## src/nsm_pkg.sv

```systemverilog
`timescale 1ns / 1ps
// ----------------------------------------------------------------------------
// nsm_pkg
// Shared types and constants of the non-overlapping substring matcher.
// ----------------------------------------------------------------------------
package nsm_pkg;

  // defaults for the top-level parameters
  localparam int MAX_PATTERN_DEF   = 16;
  localparam int POSITION_BITS_DEF = 16;

  // pattern storage: two 64-bit registers, sixteen bytes
  localparam int PAT_BYTES = 16;
  localparam int PAT_IDX_W = 4;
  localparam int PAT_BITS  = PAT_BYTES * 8;

  // result field width
  localparam int OUT_W = 16;

  // configuration port
  localparam int CFG_IDX_W  = 2;
  localparam int CFG_DATA_W = 64;
  localparam int PLEN_W     = 5;

  localparam logic [CFG_IDX_W-1:0] REG_PATTERN_LENGTH = 2'd0;
  localparam logic [CFG_IDX_W-1:0] REG_PATTERN_LOW    = 2'd1;
  localparam logic [CFG_IDX_W-1:0] REG_PATTERN_HIGH   = 2'd2;

  typedef struct packed {
    logic [7:0] text_byte;
    logic       end_of_text;
  } text_req_t;

  typedef struct packed {
    logic             match_found;
    logic [OUT_W-1:0] match_start;
    logic [OUT_W-1:0] match_count;
    logic             text_done;
  } result_req_t;

  // per-cycle control handed to every cell of the window
  typedef struct packed {
    logic shift;
    logic clear;
  } cell_ctrl_t;

endpackage

```

## src/nonoverlap_substring_matcher.sv

```systemverilog
`timescale 1ns / 1ps
// ----------------------------------------------------------------------------
// nonoverlap_substring_matcher
// Streaming search for leftmost non-overlapping pattern matches.
// ----------------------------------------------------------------------------
// The block takes one text byte per request and returns one result per byte,
// one request per clock cycle while no held result is stalled. A row of
// MAX_PATTERN cells holds the most recent bytes, newest first; each accepted
// byte enters cell 0 and every cell hands its byte to the next. All cells
// compare their incoming byte against the matching pattern byte at once and
// the hits are and-ed, so a match is known in the cycle the byte arrives and
// the result is registered. A match counts only when enough bytes of the
// current text have arrived and the previous match has ended, so matches never
// overlap. Position and count saturate; end_of_text clears them and the window
// after its own result. The configuration port is always ready and should be
// written only while no text is in flight; pattern_length 0 acts as 1.
// ----------------------------------------------------------------------------
module nonoverlap_substring_matcher #(
  parameter int MAX_PATTERN   = nsm_pkg::MAX_PATTERN_DEF,
  parameter int POSITION_BITS = nsm_pkg::POSITION_BITS_DEF
) (
  input  logic                              clk,
  input  logic                              rst,
  // text requests
  input  logic                              text_valid,
  output logic                              text_stall,
  input  nsm_pkg::text_req_t                text,
  // result requests
  output logic                              result_valid,
  input  logic                              result_stall,
  output nsm_pkg::result_req_t              result,
  // configuration writes
  input  logic                              cfg_valid,
  output logic                              cfg_ready,
  input  logic [nsm_pkg::CFG_IDX_W-1:0]     cfg_index,
  input  logic [nsm_pkg::CFG_DATA_W-1:0]    cfg_data
);
  import nsm_pkg::*;

  localparam int LEN_W = $clog2(MAX_PATTERN + 1);
  // width for clamping the raw length register
  localparam int CW    = (LEN_W > PLEN_W) ? LEN_W : PLEN_W;
  // width for position arithmetic, room for here + 1
  localparam int PW    = ((POSITION_BITS > LEN_W) ? POSITION_BITS : LEN_W) + 1;
  localparam logic [POSITION_BITS-1:0] POS_MAX = {POSITION_BITS{1'b1}};

  // configuration registers
  logic [PLEN_W-1:0]     pattern_length;
  logic [CFG_DATA_W-1:0] pattern_bytes_low;
  logic [CFG_DATA_W-1:0] pattern_bytes_high;

  // text state
  logic [POSITION_BITS-1:0] byte_position;
  logic [POSITION_BITS-1:0] match_total;
  logic [LEN_W-1:0]         bytes_since_match;

  logic                     take;
  cell_ctrl_t               ctrl;
  logic [LEN_W-1:0]         len;
  logic [PAT_BITS-1:0]      pattern;
  logic [MAX_PATTERN-1:0]   hits;
  logic [7:0]               links [MAX_PATTERN];

  logic                     found;
  logic [LEN_W-1:0]         gap_inc;
  logic [PW-1:0]            here_plus;
  logic [PW-1:0]            start;
  logic [POSITION_BITS-1:0] total_inc;

  logic [POSITION_BITS-1:0] byte_position_next;
  logic [POSITION_BITS-1:0] match_total_next;
  logic [LEN_W-1:0]         bytes_since_match_next;
  result_req_t              result_next;

  // ------------------------------------------------------------------
  // configuration port, never stalls
  // ------------------------------------------------------------------
  assign cfg_ready = 1'b1;

  always_ff @(posedge clk) begin
    if (rst) begin
      pattern_length     <= PLEN_W'(1);
      pattern_bytes_low  <= '0;
      pattern_bytes_high <= '0;
    end else if (cfg_valid && cfg_ready) begin
      case (cfg_index)
        REG_PATTERN_LENGTH: pattern_length     <= cfg_data[PLEN_W-1:0];
        REG_PATTERN_LOW:    pattern_bytes_low  <= cfg_data;
        REG_PATTERN_HIGH:   pattern_bytes_high <= cfg_data;
        default: ;  // unused index, write ignored
      endcase
    end
  end

  // active length, clamped into 1..MAX_PATTERN
  always_comb begin
    if (pattern_length == '0) begin
      len = LEN_W'(1);
    end else if (CW'(pattern_length) > CW'(MAX_PATTERN)) begin
      len = LEN_W'(MAX_PATTERN);
    end else begin
      len = LEN_W'(pattern_length);
    end
  end

  assign pattern = {pattern_bytes_high, pattern_bytes_low};

  // ------------------------------------------------------------------
  // handshake: output register parts the two sides
  // ------------------------------------------------------------------
  assign text_stall = result_valid && result_stall;
  assign take       = text_valid && !text_stall;
  assign ctrl.shift = take;
  assign ctrl.clear = text.end_of_text;

  // ------------------------------------------------------------------
  // window: row of cells, byte 0 newest
  // ------------------------------------------------------------------
  for (genvar k = 0; k < MAX_PATTERN; k++) begin : g_cell
    if (k == 0) begin : g_head
      nsm_cell #(
        .MAX_PATTERN (MAX_PATTERN),
        .INDEX       (k)
      ) u_cell (
        .clk      (clk),
        .rst      (rst),
        .ctrl     (ctrl),
        .byte_in  (text.text_byte),
        .pattern  (pattern),
        .len      (len),
        .byte_out (links[k]),
        .hit      (hits[k])
      );
    end else begin : g_body
      nsm_cell #(
        .MAX_PATTERN (MAX_PATTERN),
        .INDEX       (k)
      ) u_cell (
        .clk      (clk),
        .rst      (rst),
        .ctrl     (ctrl),
        .byte_in  (links[k-1]),
        .pattern  (pattern),
        .len      (len),
        .byte_out (links[k]),
        .hit      (hits[k])
      );
    end
  end

  // the oldest byte drops off the end of the row
  logic [7:0] oldest_unused;
  assign oldest_unused = links[MAX_PATTERN-1];

  // ------------------------------------------------------------------
  // match decision and counters
  // ------------------------------------------------------------------
  always_comb begin
    // gap since the last match, bumped before the check
    if (bytes_since_match < LEN_W'(MAX_PATTERN)) begin
      gap_inc = bytes_since_match + LEN_W'(1);
    end else begin
      gap_inc = bytes_since_match;
    end

    here_plus = PW'(byte_position) + PW'(1);
    start     = here_plus - PW'(len);
    total_inc = (match_total < POS_MAX) ? match_total + POSITION_BITS'(1) : match_total;

    // all cells agree, previous match over, enough text seen
    found = (&hits) && (gap_inc >= len) && (here_plus >= PW'(len)) &&
            (oldest_unused == oldest_unused);

    bytes_since_match_next = found ? '0 : gap_inc;
    match_total_next       = found ? total_inc : match_total;
    byte_position_next     = (byte_position < POS_MAX) ?
                             byte_position + POSITION_BITS'(1) : byte_position;

    result_next.match_found = found;
    result_next.match_start = found ? OUT_W'(start) : '0;
    result_next.match_count = OUT_W'(match_total_next);
    result_next.text_done   = text.end_of_text;
  end

  always_ff @(posedge clk) begin
    if (rst) begin
      byte_position     <= '0;
      match_total       <= '0;
      bytes_since_match <= LEN_W'(MAX_PATTERN);
    end else if (take) begin
      if (text.end_of_text) begin
        // new text starts clean after this result
        byte_position     <= '0;
        match_total       <= '0;
        bytes_since_match <= LEN_W'(MAX_PATTERN);
      end else begin
        byte_position     <= byte_position_next;
        match_total       <= match_total_next;
        bytes_since_match <= bytes_since_match_next;
      end
    end
  end

  // ------------------------------------------------------------------
  // result register
  // ------------------------------------------------------------------
  always_ff @(posedge clk) begin
    if (rst) begin
      result_valid <= 1'b0;
    end else if (take) begin
      result_valid <= 1'b1;
    end else if (!result_stall) begin
      result_valid <= 1'b0;
    end
  end

  always_ff @(posedge clk) begin
    if (take) begin
      result <= result_next;
    end
  end

endmodule

```

## src/nsm_cell.sv

```systemverilog
`timescale 1ns / 1ps
// ----------------------------------------------------------------------------
// nsm_cell
// One window cell: holds one text byte, passes it on, compares its incoming byte.
// ----------------------------------------------------------------------------
module nsm_cell #(
  parameter int MAX_PATTERN = nsm_pkg::MAX_PATTERN_DEF,
  parameter int INDEX       = 0
) (
  input  logic                                clk,
  input  logic                                rst,
  input  nsm_pkg::cell_ctrl_t                 ctrl,
  input  logic [7:0]                          byte_in,
  input  logic [nsm_pkg::PAT_BITS-1:0]        pattern,
  input  logic [$clog2(MAX_PATTERN+1)-1:0]    len,
  output logic [7:0]                          byte_out,
  output logic                                hit
);
  import nsm_pkg::*;

  localparam int LEN_W = $clog2(MAX_PATTERN + 1);
  localparam int IW    = (LEN_W > PAT_IDX_W + 1) ? LEN_W : PAT_IDX_W + 1;

  logic [7:0]    stored;
  logic          active;
  logic [IW-1:0] pat_idx;
  logic [7:0]    pat_byte;

  // cell k faces pattern byte len-1-k
  always_comb begin
    active  = LEN_W'(INDEX) < len;
    pat_idx = IW'(len) - IW'(INDEX) - IW'(1);
    if (pat_idx < IW'(PAT_BYTES)) begin
      pat_byte = pattern[pat_idx[PAT_IDX_W-1:0]*8 +: 8];
    end else begin
      pat_byte = 8'd0;
    end
    hit = !active || (byte_in == pat_byte);
  end

  always_ff @(posedge clk) begin
    if (rst) begin
      stored <= 8'd0;
    end else if (ctrl.shift) begin
      stored <= ctrl.clear ? 8'd0 : byte_in;
    end
  end

  assign byte_out = stored;

endmodule
```

## config.mk

```make
export PLATFORM = sky130hd
export DESIGN_NAME = nonoverlap_substring_matcher
export DESIGN_NICKNAME = d
export VERILOG_FILES = /design/src/nsm_pkg.sv /design/src/nonoverlap_substring_matcher.sv /design/src/nsm_cell.sv
export SDC_FILE = /design/constraint.sdc
export NUM_CORES = 1
export LEC_CHECK = 0
export ABC_CLOCK_PERIOD_IN_PS = 8230
export BUFFER_PORTS_ARGS = -buffer_cell sky130_fd_sc_hd__buf_2
export CORE_AREA = 2 2 214 216
export CTS_BUF_LIST = sky130_fd_sc_hd__clkbuf_4
export DETAILED_ROUTE_END_ITERATION = 8
export DIE_AREA = 0 0 216 218
export PLACE_DENSITY = 0.75
export SYNTH_ARGS = -nofsm -noshare
export SYNTH_HDL_FRONTEND = slang
export SYNTH_SLANG_ARGS = --single-unit
```

## constraint.sdc

```tcl
create_clock -name clk -period 8.23 [get_ports clk]
set_clock_uncertainty 0.1 [all_clocks]
set_input_delay 0.823 -clock clk [delete_from_list [all_inputs] [get_ports clk]]
set_output_delay 0.823 -clock clk [all_outputs]
set_load 0.01 [all_outputs]
```

Word level (Yosys, flattened, before mapping). Index checks and enable logic that the tools add are counted.

Register bits after elaboration: 325. Bits of input ports: 80. Output and inout bits: 37. Word-level logic and storage cells: 222.

Add/sub/neg operators: 35. $lt $le $gt $ge: 38. Eq/ne operators: 19. Shifts and indexed selects: 16. Muxes and demuxes: 43. Reduce and logical (&&, ||, !) cells: 45.

Operators by type and width (number): 128-bit by 8-bit variable part select with 8-bit output (16); 8-bit two-way mux (31); 8-bit equality test (16); 5-bit less-than comparator (second input constant) (17); 16-bit two-way mux (5); 5-bit by 1-bit subtractor with 5-bit output (second input constant) (16); 4-bit by 5-bit less-than comparator with 1-bit output (first input constant) (8); 5-bit by 4-bit subtractor with 5-bit output (second input constant) (8); 16-bit by 1-bit adder with 16-bit output (second input constant) (2); 16-bit less-than comparator (second input constant) (2); 5-bit two-way mux (5); 3-bit by 5-bit less-than comparator with 1-bit output (first input constant) (4); 5-bit by 3-bit subtractor with 5-bit output (second input constant) (4); 16-bit by 1-bit adder with 17-bit output (second input constant) (1); 17-bit by 5-bit greater-or-equal comparator with 1-bit output (1); 1-bit logical NOT (17); 1-bit logical OR (16); 16-bit AND reduction (1); 16-bit by 5-bit subtractor with 16-bit output (1); 1-bit by 5-bit less-than comparator with 1-bit output (first input constant) (2); 2-bit by 5-bit less-than comparator with 1-bit output (first input constant) (2); 5-bit by 2-bit subtractor with 5-bit output (second input constant) (2); 2-bit AND reduction (4); 5-bit by 1-bit adder with 5-bit output (second input constant) (1); other kinds (10) (14).

Depth between registers and ports, before layout.
Depth in word-level cells: 14. Mapped depth: 29. Mapped depth without buffers: 18.

Modules after synthesis. A second synthesis with hierarchy kept.

Cells, all modules: 3607. Area, all modules: 35250.1 um^2.

By module, submodules not included: nonoverlap_substring_matcher (instances 1, cells each 1067, area an instance 8903.5 um^2, seq. area each 4444.3 um^2); nsm_cell at g_cell[8].g_body.u_cell (instances 1, cells each 161, area an instance 1784.2 um^2, seq. area each 160.2 um^2); nsm_cell at g_cell[2].g_body.u_cell (instances 1, cells each 169, area an instance 1766.7 um^2, seq. area each 160.2 um^2); nsm_cell at g_cell[9].g_body.u_cell (instances 1, cells each 202, area an instance 1732.9 um^2, seq. area each 160.2 um^2); nsm_cell at g_cell[3].g_body.u_cell (instances 1, cells each 165, area an instance 1706.6 um^2, seq. area each 160.2 um^2); nsm_cell at g_cell[12].g_body.u_cell (instances 1, cells each 173, area an instance 1667.8 um^2, seq. area each 160.2 um^2); nsm_cell at g_cell[4].g_body.u_cell (instances 1, cells each 164, area an instance 1662.8 um^2, seq. area each 160.2 um^2); nsm_cell at g_cell[5].g_body.u_cell (instances 1, cells each 177, area an instance 1650.3 um^2, seq. area each 160.2 um^2); nsm_cell at g_cell[1].g_body.u_cell (instances 1, cells each 181, area an instance 1645.3 um^2, seq. area each 160.2 um^2); nsm_cell at g_cell[13].g_body.u_cell (instances 1, cells each 178, area an instance 1636.6 um^2, seq. area each 160.2 um^2); nsm_cell at g_cell[7].g_body.u_cell (instances 1, cells each 157, area an instance 1632.8 um^2, seq. area each 160.2 um^2); nsm_cell at g_cell[10].g_body.u_cell (instances 1, cells each 131, area an instance 1614.0 um^2, seq. area each 160.2 um^2); nsm_cell at g_cell[14].g_body.u_cell (instances 1, cells each 133, area an instance 1614.0 um^2, seq. area each 160.2 um^2); nsm_cell at g_cell[0].g_head.u_cell (instances 1, cells each 151, area an instance 1609.0 um^2, seq. area each 160.2 um^2); +3 rows.

Worst setup path after synthesis. Ideal clock, no wire load.

Path type: flip-flop to flip-flop. Start: reg pattern_length[4]. End: reg result[13] (netlist bit), data pin. Library setup time: 0.262 ns. Data arrival time: 5.910 ns. Required time: 7.868 ns. Setup slack: 1.957 ns. Cell stages (with the launch flop): 24. Path buffers: 7. Period minus slack after synthesis: 6.273 ns. Cells stage by stage: dfxtp_1 > nand2b_1 > clkbuf_1 > inv_1 > buf_2 > buf_2 > buf_2 > buf_1 > ha_1 > clkbuf_1 > inv_1 > o31a_1 > nor2_1 > mux4_2 > or4b_1 > o21ai_1 > o21ai_1 > o31a_1 > a2111oi_2 > nand4_1 > nor2_2 > buf_4 > nand3_1 > mux2_1.

Longest elaborated chain between the ends: 13. Elaborated cells between the ends (all ways): 152. Those cells by class: add/sub (30); order compare (35); eq/ne (16); shift (16); mux (19); reduce/logical (36).

Ends and longest elaborated chain: from (decl) (line nonoverlap_substring_matcher.sv:48) `logic [PLEN_W-1:0] pattern_length;`; from (signal assigned) (line nonoverlap_substring_matcher.sv:87) `REG_PATTERN_LENGTH: pattern_length <= cfg_data[PLEN_W-1:0];`; 5-bit greater-than comparator (line nonoverlap_substring_matcher.sv:99) `end else if (CW'(pattern_length) > CW'(MAX_PATTERN)) begin`; 5-bit two-way mux (line nonoverlap_substring_matcher.sv:99); 5-bit two-way mux * (line nonoverlap_substring_matcher.sv:97) `if (pattern_length == '0) begin`; 5-bit by 1-bit subtractor with 5-bit output (tied with other cells) (line nsm_cell.sv:32) `pat_idx = IW'(len) - IW'(INDEX) - IW'(1);`; 5-bit by 1-bit subtractor with 5-bit output (line nsm_cell.sv:32); 128-bit by 8-bit variable part select with 8-bit output / 5-bit less-than comparator (equally long branches) (line nsm_cell.sv:34, nsm_cell.sv:33); 8-bit two-way mux (line nsm_cell.sv:33) `if (pat_idx < IW'(PAT_BYTES)) begin`; 8-bit equality test (line nsm_cell.sv:38) `hit = !active || (byte_in == pat_byte);`; 1-bit logical OR (line nsm_cell.sv:38); 16-bit AND reduction (line nonoverlap_substring_matcher.sv:171) `found = (&hits) && (gap_inc >= len) && (here_plus >= PW'(len)) &&`; 1-bit logical AND (line nonoverlap_substring_matcher.sv:171); 1-bit logical AND * (line nonoverlap_substring_matcher.sv:171); 16-bit two-way mux * (line nonoverlap_substring_matcher.sv:175) `match_total_next = found ? total_inc : match_total;`; net match_total_next[12] (line nonoverlap_substring_matcher.sv:71) `logic [POSITION_BITS-1:0] match_total_next;`; to (signal assigned) (line nonoverlap_substring_matcher.sv:219) `result <= result_next;`; to (decl) (line nonoverlap_substring_matcher.sv:31) `output nsm_pkg::result_req_t result,`.

The timed path passes the listed nets; every way through them passes the cells marked *. A chain may end at the register's enable or synchronous reset.

Worst setup path after layout.
Start: reg pattern_length[3]. End: reg result[2] (netlist bit), data pin.

The elaborated chain is that of the path after synthesis.

==> metrics.txt <==
worst reg-to-reg path cell count=18; final hold violation count=0; Post-CTS Setup Repair Bufs=0; number of CTS-inserted buffers=88; number of port buffers=115; net count after synthesis=3222; Site Rows=78; vias in the first global route=23600; number of vias per cell=6.83; Async SR Flop Fraction=0; final net count=3244; synthesized cell area=24300 µm²; Final Instance Area=26200 µm²; starting density of the core=0.541; setup violation total in the final timing report=0; Max Slew Vio Count=0; worst path arrival time=7400 ps; count of boundary I/O pins=117; Post-synth top flop=dfxtp_1; largest net degree at the start of global routing=118; WHS Path Cells=2; Fmax achieved=0.145 GHz; minimum clock period after layout=6900 ps; maximum net fanout on the critical path=35; total wire length=105000 µm; Highest Signal Layer=met4; placed inst area=25100 µm²; final worst-path cycle share=0.838; die outline area=47100 µm²; core utilization of the finished layout=0.583; source-to-sink clock delay at the later pin of the worst-skew pair=910 ps; cell count after synthesis=3111; Post-route DRC=0; data required time at the worst endpoint=8730 ps; endpoint of the lowest-slack register-to-register path=result[2]$_DFFE_PP_; setup repair after global routing missed its margin=false; number of violations of the max-capacitance limit=0; Warnings, synthesis=0; number of synthesized register bits=325; worst slew pin tran=1340 ps; total routing resource utilization after global routing=0.434; Max Root-Sink Buffers=3; Leakage Power=9.27 nW; Worst Setup Start Kind=register; Reg2Reg Launch Point=pattern_length[3]$_SDFFE_PP0P_; chip width=216 µm; number of library cell types mapped by synthesis=104; Via Count=25900; met2 WL post-DR=43900 µm; critical path class=reg -> reg; worst voltage drop across the vdd grid=0.123 mV; Fill cells=4192; sum of negative setup slack=0 ps; area grow syn2layout=7.70%; hpwl dp=78600 µm; Routed Antenna Nets=0; antenna violations before repair=4; status=finished clean; number of flops mapped to enable cells by yosys=34; Pre-antenna DRT Iters=7; met3 wirelength from detailed routing=12500 µm; proportion of layout cells with a drive suffix above 1=0.143; instance count after placement with tap cells included=3643; worst rel slew slack=0.106; htree depth=3; number of sinks handled by clock tree synthesis=325; grt total ovfl=0; count of placed standard cells in the final layout, fillers left out=3796; global placement routability congestion=1.05; average cell area after synthesis=7.81 µm²; share of the yosys chip area belonging to registers=0.282; register-to-register setup slack=1330 ps; routed length per placed instance=27.5 µm; Hold Startpoint=text_valid; worst min path class=in -> reg; Worst setup EP type=register; Met1 Routed Length=40200 µm; initial drt markers=3728; clk root buf=clkbuf_4; CTS tree=done; power density of the placed cells=152 nW/µm²; Vert. Die Dim=218 µm; hold buffers post-CTS=0; clock slew at the register clock pins of the worst setup and hold paths=70 ps; area of the core=44900 µm²; wire length of the first global-routing pass=153000 µm; PostCTS Resize Cnt=0; hold-critical path endpoint=result_valid$_SDFFE_PP0P_
worst max-delay path, cell delays in order, from the launching register on:
cell      delay [ps]
dfxtp_1          300
buf_4            200
or4_4            600
nand2_8          310
inv_6             60
ha_1             320
nor2_1           210
a22oi_1          130
o22ai_2          940
a22oi_1          320
nand4b_1         220
a21oi_1           80
nor4b_1          480
nand4_1          500
a21oi_1          300
nand4_1          110
or4b_1           620
nor3b_4          450
mux2_1           360
power breakdown:
part	internal, mW	switching (mW)	leakage [nW]
registers	1.63	0.0508	2.70
clock network	0.755	0.719	0.656
logic	0.261	0.551	5.92
total	2.65	1.32	9.27
cell usage in the layout (no fill, tap or decap), types with 19 or more instances in the layout:
cell type  instances
a211oi_1          31
a21oi_1          371
a22oi_1           63
a31oi_1           37
and3_1           145
buf_2            114
buf_4             49
clkbuf_4         123
clkinv_1          20
dfxtp_1          289
edfxtp_1          34
ha_1              30
inv_1            120
mux2_2            29
mux2i_1          134
mux4_2            68
nand2_1          398
nand3_1          137
nand4_1           27
nor2_1           239
nor2b_1           29
nor3_1            58
nor4b_1           19
o211ai_1          27
o21ai_0           56
o221ai_1          41
o22ai_1           56
xnor2_1           66
xor2_1            39
cell usage after synthesis (all sizes together) (18+ instances only):
master,n,area [µm²]
nand2,400,1520
a21oi,372,1860
dfxtp,291,5830
nor2,242,911
clkbuf,152,571
and3,145,907
nand3,137,686
mux2i,134,1340
inv,125,474
buf,80,437
xnor2,69,619
mux4,68,1530
o21ai,65,325
a22oi,63,473
nor3,59,300
o22ai,57,357
o221ai,42,374
xor2,39,342
a31oi,37,231
edfxtp,34,1020
a211oi,32,245
mux2,32,360
ha,30,375
nor2b,29,181
nand4,27,169
o211ai,27,203
or2,21,131
nor4b,20,181
and2,18,113
nand3b,18,135
worst max path at each step:
stage / from / endpoint / slack (ps) / cells after the start
6_report: pattern_length[3]$_SDFFE_PP0P_ / result[2]$_DFFE_PP_ / 1330 / 18
3_3_place_gp: pattern_length[3]$_SDFFE_PP0P_ / result[2]$_DFFE_PP_ / 1490 / 18
5_1_grt: pattern_length[3]$_SDFFE_PP0P_ / result[2]$_DFFE_PP_ / 1160 / 18
2_1_floorplan: pattern_length[4]$_SDFFE_PP0P_ / result[13]$_DFFE_PP_ / 1960 / 23
3_5_place_dp: pattern_length[3]$_SDFFE_PP0P_ / result[2]$_DFFE_PP_ / 1530 / 18
4_1_cts: pattern_length[3]$_SDFFE_PP0P_ / result[2]$_DFFE_PP_ / 1510 / 18
cells by family after synthesis:
family / after synthesis / share of synthesized area
AOI/OAI and AO/OA: 840 / 0.221
xor gates and xnor gates: 108 / 0.0396
other: 1 / 0.000154
DFF: 325 / 0.282
adders and majority gates: 31 / 0.0163
muxes: 234 / 0.133
buffers and inverters: 361 / 0.0616
and+or+nand+nor: 1211 / 0.246
registers in the layout (all words and copies together), names as in the netlist:
name,flops
g_cell.g_head.u_cell.byte_out,8
result_valid,1
g_cell.g_body.u_cell.byte_out,112
pattern_bytes_low,64
result,34
byte_position,16
bytes_since_match,5
match_total,16
pattern_bytes_high,64
pattern_length,5
metrics by stage:
| stage | power, mW | hold WS [ps] | setup slack, ps |
|---|---|---|---|
| 6_report | 3.97 | 95.5 | 1330 |
| 5_1_grt | 4.11 | 92.2 | 1160 |
| 4_1_cts | 3.95 | 48.5 | 1510 |
| 3_5_place_dp | 2.49 | 376 | 1530 |
| 3_3_place_gp | 2.48 | 362 | 1490 |
| 2_1_floorplan | 2.21 | 349 | 1960 |
routing by layer:
| layer | vias up | global-route usage |
|---|---|---|
| met3 | 339 | 0.122 |
| li1 | 11500 | - |
| met4 | 0 | 0.293 |
| met1 | 12400 | 0.556 |
| met2 | 1642 | 0.635 |
| met5 | - | 0 |
cell type report:
type                    count  area, µm²  share of cell area
clock buffers             123        923              0.0353
repair buffers            164        952              0.0364
diodes                      2       5.00            0.000191
multi-input cells        2425      16000               0.612
well taps                 600        751              0.0287
inverters                 129        492              0.0188
clock inverters            28        184             0.00703
flip-flops and latches    325       6850               0.262
Note: power is estimated with default switching activity, not from simulation.
